===== src/rtl/pkcdr_pkg.sv =====
// Package for per_key_counter_delta_rate: table geometry, status codes,
// sizing constants. No dependencies.
package pkcdr_pkg;
  localparam int KEYS = 256;
  localparam int IDX_W = $clog2(KEYS);
  localparam int CNT_W = $clog2(KEYS + 1);
  localparam logic [29:0] NS_PER_SEC = 30'd1000000000;

  localparam logic [1:0] ST_VALID = 2'd0;
  localparam logic [1:0] ST_FIRST = 2'd1;
  localparam logic [1:0] ST_NONE  = 2'd2;
  localparam logic [1:0] ST_FULL  = 2'd3;

  // One table row: key, last sample, timestamp.
  typedef struct packed {
    logic [31:0] key;
    logic [63:0] value;
    logic [31:0] seconds;
    logic [29:0] nanos;
  } entry_t;
endpackage


===== src/rtl/pkcdr_div.sv =====
// Restoring divider: floor(num / den) for a 128-bit numerator whose upper
// part is below den, one quotient bit per cycle. Uses pkcdr_pkg.
module pkcdr_div (
  input  logic        clk,
  input  logic        rst_n,
  input  logic        start,
  input  logic [63:0] num_hi,
  input  logic [63:0] num_lo,
  input  logic [62:0] den,
  output logic        done,
  output logic [63:0] quo
);
  import pkcdr_pkg::*;

  logic [63:0] rem_r, rem_nxt, lo_r, lo_nxt, quo_r, quo_nxt;
  logic [62:0] den_r;
  logic [6:0]  cnt_r, cnt_nxt;
  logic        busy_r, busy_nxt, done_r, done_nxt;
  logic [64:0] sh;

  always_comb begin
    rem_nxt = rem_r; lo_nxt = lo_r; quo_nxt = quo_r;
    cnt_nxt = cnt_r; busy_nxt = busy_r; done_nxt = 1'b0;
    sh = {rem_r, lo_r[63]};
    if (start) begin
      rem_nxt = num_hi; lo_nxt = num_lo; quo_nxt = '0;
      cnt_nxt = 7'd64; busy_nxt = 1'b1;
    end else if (busy_r) begin
      lo_nxt = {lo_r[62:0], 1'b0};
      if (sh >= {2'b00, den_r}) begin
        rem_nxt = 64'(sh - {2'b00, den_r});
        quo_nxt = {quo_r[62:0], 1'b1};
      end else begin
        rem_nxt = sh[63:0];
        quo_nxt = {quo_r[62:0], 1'b0};
      end
      cnt_nxt = cnt_r - 7'd1;
      if (cnt_r == 7'd1) begin
        busy_nxt = 1'b0; done_nxt = 1'b1;
      end
    end
  end

  always_ff @(posedge clk) begin
    if (start) den_r <= den;
    rem_r <= rem_nxt; lo_r <= lo_nxt; quo_r <= quo_nxt; cnt_r <= cnt_nxt;
    if (!rst_n) begin
      busy_r <= 1'b0; done_r <= 1'b0;
    end else begin
      busy_r <= busy_nxt; done_r <= done_nxt;
    end
  end

  assign done = done_r;
  assign quo  = quo_r;
endmodule


===== config.mk =====
export PLATFORM = sky130hd
export DESIGN_NAME = pkcdr_div
export DESIGN_NICKNAME = d
export VERILOG_FILES = /design/src/rtl/pkcdr_pkg.sv /design/src/rtl/pkcdr_div.sv
export SDC_FILE = /design/constraint.sdc
export NUM_CORES = 1
export LEC_CHECK = 0
export BUFFER_PORTS_ARGS = -buffer_cell sky130_fd_sc_hd__buf_2
export CORE_AREA = 2 2 174 176
export DETAILED_ROUTE_END_ITERATION = 6
export DIE_AREA = 0 0 176 178
export HOLD_SLACK_MARGIN = 0.03
export PLACE_DENSITY = 0.8
export SYNTH_ARGS = -nofsm -noshare
export SYNTH_HDL_FRONTEND = slang
export SYNTH_SLANG_ARGS = --single-unit

===== constraint.sdc =====
create_clock -name clk -period 7.95 [get_ports clk]
set_input_delay 0.795 -clock clk [delete_from_list [all_inputs] [get_ports clk]]
set_output_delay 0.795 -clock clk [all_outputs]
set_load 0.01 [all_outputs]

==> reports/results.ini <==
[outcome]
status=finished, final reports clean

[sta]
fin_setup_tns_ns=0
finalCritPeriodShare_pct=55.9
slew_viol_final=0
setup_viol=0
fmax_ghz=0.225
fin_crit_ns=4.45
finClkSkew_ns=0.0337
rsz0062_at_grt=no
final_hold_viol_count=0
hold_ws_ns=0.388
worst_pin_slew_ns=1.10
relSlewSlack_pct=26.4

[flow_run]
drv_cap=0

[global_routing]
grtUsageTotal_pct=22.7
grt_busiest_layer=met2
antenna_found_initial=9
met2_usage_pct=38.6
met1_usage_pct=29.0
grt_pass1_vias=11500
gr-total-overflow=0
grt_pass1_wl_um=57700
grt_max_degree=86
grt.met3_usage_pct=4.86

[pwr]
combPwrFrac_pct=33.7
p_int_mw=3.08
cellPowerDensity_nw_per_um2=274
switching_share_pct=34.0
power.leakage_nw=7.28
p_switching_mw=1.59
ir_worst_vdd_mv=0.192
clock_power_share_pct=28.4
seqPwrFrac_pct=37.9

[synthesis]
ys_warn_count=0
async_reset_ff_share_pct=0
synth.top_cells.by_count=edfxtp_1, nor2_1, nand2_1
synthMostInstantiatedCell=edfxtp_1
synth-edff-count=191
syn_nets=1685
synth.area.top_cells=edfxtp_1, dfxtp_1, ha_1, mux2_2, mux2i_1
syn_avg_cell_area_um2=10.2
synth_top_area_share_pct=39.3
yosys.area.top_type=edfxtp_1
yosysSeqAreaShare_pct=49.3
synth-seq-cells=264
synth_cell_types=75
synth_ff_type=edfxtp_1
syn_inst=1425
syn_area_um2=14600

[clock_network]
cts.sinks=264
cts_setup_buffers=0
clockBufferDepth=3
cts_max_level=1
tritoncts=built
cts_resized=0
clock_latency_ns=0.58
cts_root_buf=clkbuf_16
path_clk_slew_ns=0.06
cts_buffers=30
cts_hold_buf=0

[drt]
routed_wl_um=36300
vias=11700
ant_nets=0
drt_iter0_markers=884
dr.pass1.iters=6
drc=0
routedWlPerCell_um=17.6
via_per_inst=5.67

[placed_design]
dp_hpwl_um=26400
port_buffers=258
gp_congestion=0.914

[die]
num_io_pins=259
coreArea_um2=29400
fp.dieH_um=178
die_area_um2=31300
die_w_um=176
num_rows=63
initial_core_util_pct=49.6

[setup_path]
worst-path-buf-inv=1
path_cells=ha_1 > nor2b_1 > o211ai_1 > a21boi_1 > o2111ai_1 > a21oi_4 > a2111oi_4 > nor4b_4 > nor2_4 > buf_4 > nor2_1 > a221o_1
critPathCaptureType=register
r2r_start=rem_r[0]
worstSetupPathType=register to register
regToRegEndpoint=rem_r[43]
crit_path_top_delay_cell=nor2_4
max_stage_delay_ns=0.64
rr_worst_depth=12
critPathMaxFanout=31
crit_required_ns=8.25
critPathTopFamily=compound AO/OA/AOI/OAI gates
r2r_setup_slack_ns=3.50
worstPathArrival_ns=4.75
cp-start-kind=register

[hold_path]
hold_path_depth=1
hold_start=den[44]
min_to=den_r[44]
min_path_type=primary input to register

[finish]
seq_area_um2=7200
fill_cells=2580
layout-drive-gt1-share_pct=23.5
fin_nets=1906
multiInputGateArea_um2=6710
area_growth_pct=17.0

registers in the layout (all words and copies together) (netlist names):
| register | flops |
|---|---|
| lo_r | 64 |
| quo | 64 |
| rem_r | 64 |
| den_r | 63 |
| cnt_r | 7 |
| busy_r | 1 |
| done | 1 |
cell type report:
cell class,count,area share (%)
tap,390,2.86
antenna,8,0.117
clock buffer,44,4.96
inverter,94,2.07
timing repair buffer,264,7.88
multi-input combinational,992,39.3
sequential,264,42.2
clock inverter,8,0.601
cell families (layout without fill, tap and decap cells):
group,count (synthesis),in the layout,synth area share [%]
buf+inv,169,410,4.68
other cells,0,8,0
mux,134,134,9.76
compound gates,325,325,14.2
simple gates,413,413,13.0
flops,264,264,49.3
xor+xnor,54,54,3.24
fa+ha+maj,66,66,5.71
metal layers:
metal / vias up / part of all wire [%]
li1: 5624 / -
met1: 5526 / 42
met2: 482 / 48
met3: 70 / 7.7
met4: 4 / 2.8
met5: - / 0.072
metrics by stage:
stage	instances	total power, mW	worst slack, ns	cell area [µm²]	utilization [%]
2_1_floorplan	1425	2.96	4.59	14600	-
3_3_place_gp	2004	3.29	3.73	16100	54.7
3_5_place_dp	2004	3.34	3.52	16100	54.7
4_1_cts	2056	4.68	3.50	17000	58.0
5_1_grt	2060	4.93	3.28	17100	58.0
6_report	2064	4.67	3.50	17100	58.0
worst reg2reg max path, stage by stage, from the launching register on:
cell and delay (ns):
edfxtp_1 0.46, ha_1 0.37, nor2b_1 0.16, o211ai_1 0.17, a21boi_1 0.11, o2111ai_1 0.33
a21oi_4 0.16, a2111oi_4 0.55, nor4b_4 0.15, nor2_4 0.64, buf_4 0.48, nor2_1 0.25
a221o_1 0.38
cell usage in the layout, fill, tap and decap left out, drive strengths merged, types with 8 or more instances in the layout:
cell type,Yosys,routed
nand4,28,28
a31oi,41,41
nand2,136,136
buf,32,263
or3,13,13
mux2,66,66
clkbuf,43,45
mux2i,68,68
edfxtp,191,191
o21ai,61,61
o21a,11,11
dfxtp,73,73
nand2b,8,8
o21bai,18,18
xnor2,35,35
nor2,152,152
diode,0,8
a21o,25,25
ha,65,65
a21oi,107,107
xor2,19,19
inv,94,95
nand3,12,12
nor3,18,18
a2bb2oi,9,9
and3,12,12
power by group through the flow:
stage | sequential [mW] | combinational, mW | clock [mW]
2_1_floorplan | 1.76 | 1.20 | 0
3_3_place_gp | 1.79 | 1.51 | 0
3_5_place_dp | 1.79 | 1.54 | 0
4_1_cts | 1.77 | 1.55 | 1.36
5_1_grt | 1.79 | 1.74 | 1.40
6_report | 1.77 | 1.57 | 1.33
how the worst max path moves through the flow:
stage	slack, ns	cells past startpoint	endpoint	from
after floorplan	4.59	3	lo_r[0]	start
after global routing	3.28	12	rem_r[55]	rem_r[0]
after detailed placement	3.52	12	rem_r[55]	rem_r[0]
after global placement	3.73	12	rem_r[43]	rem_r[0]
after CTS	3.50	12	rem_r[55]	rem_r[0]
final	3.50	12	rem_r[43]	rem_r[0]
No activity file was read; power rests on OpenSTA's default activity.
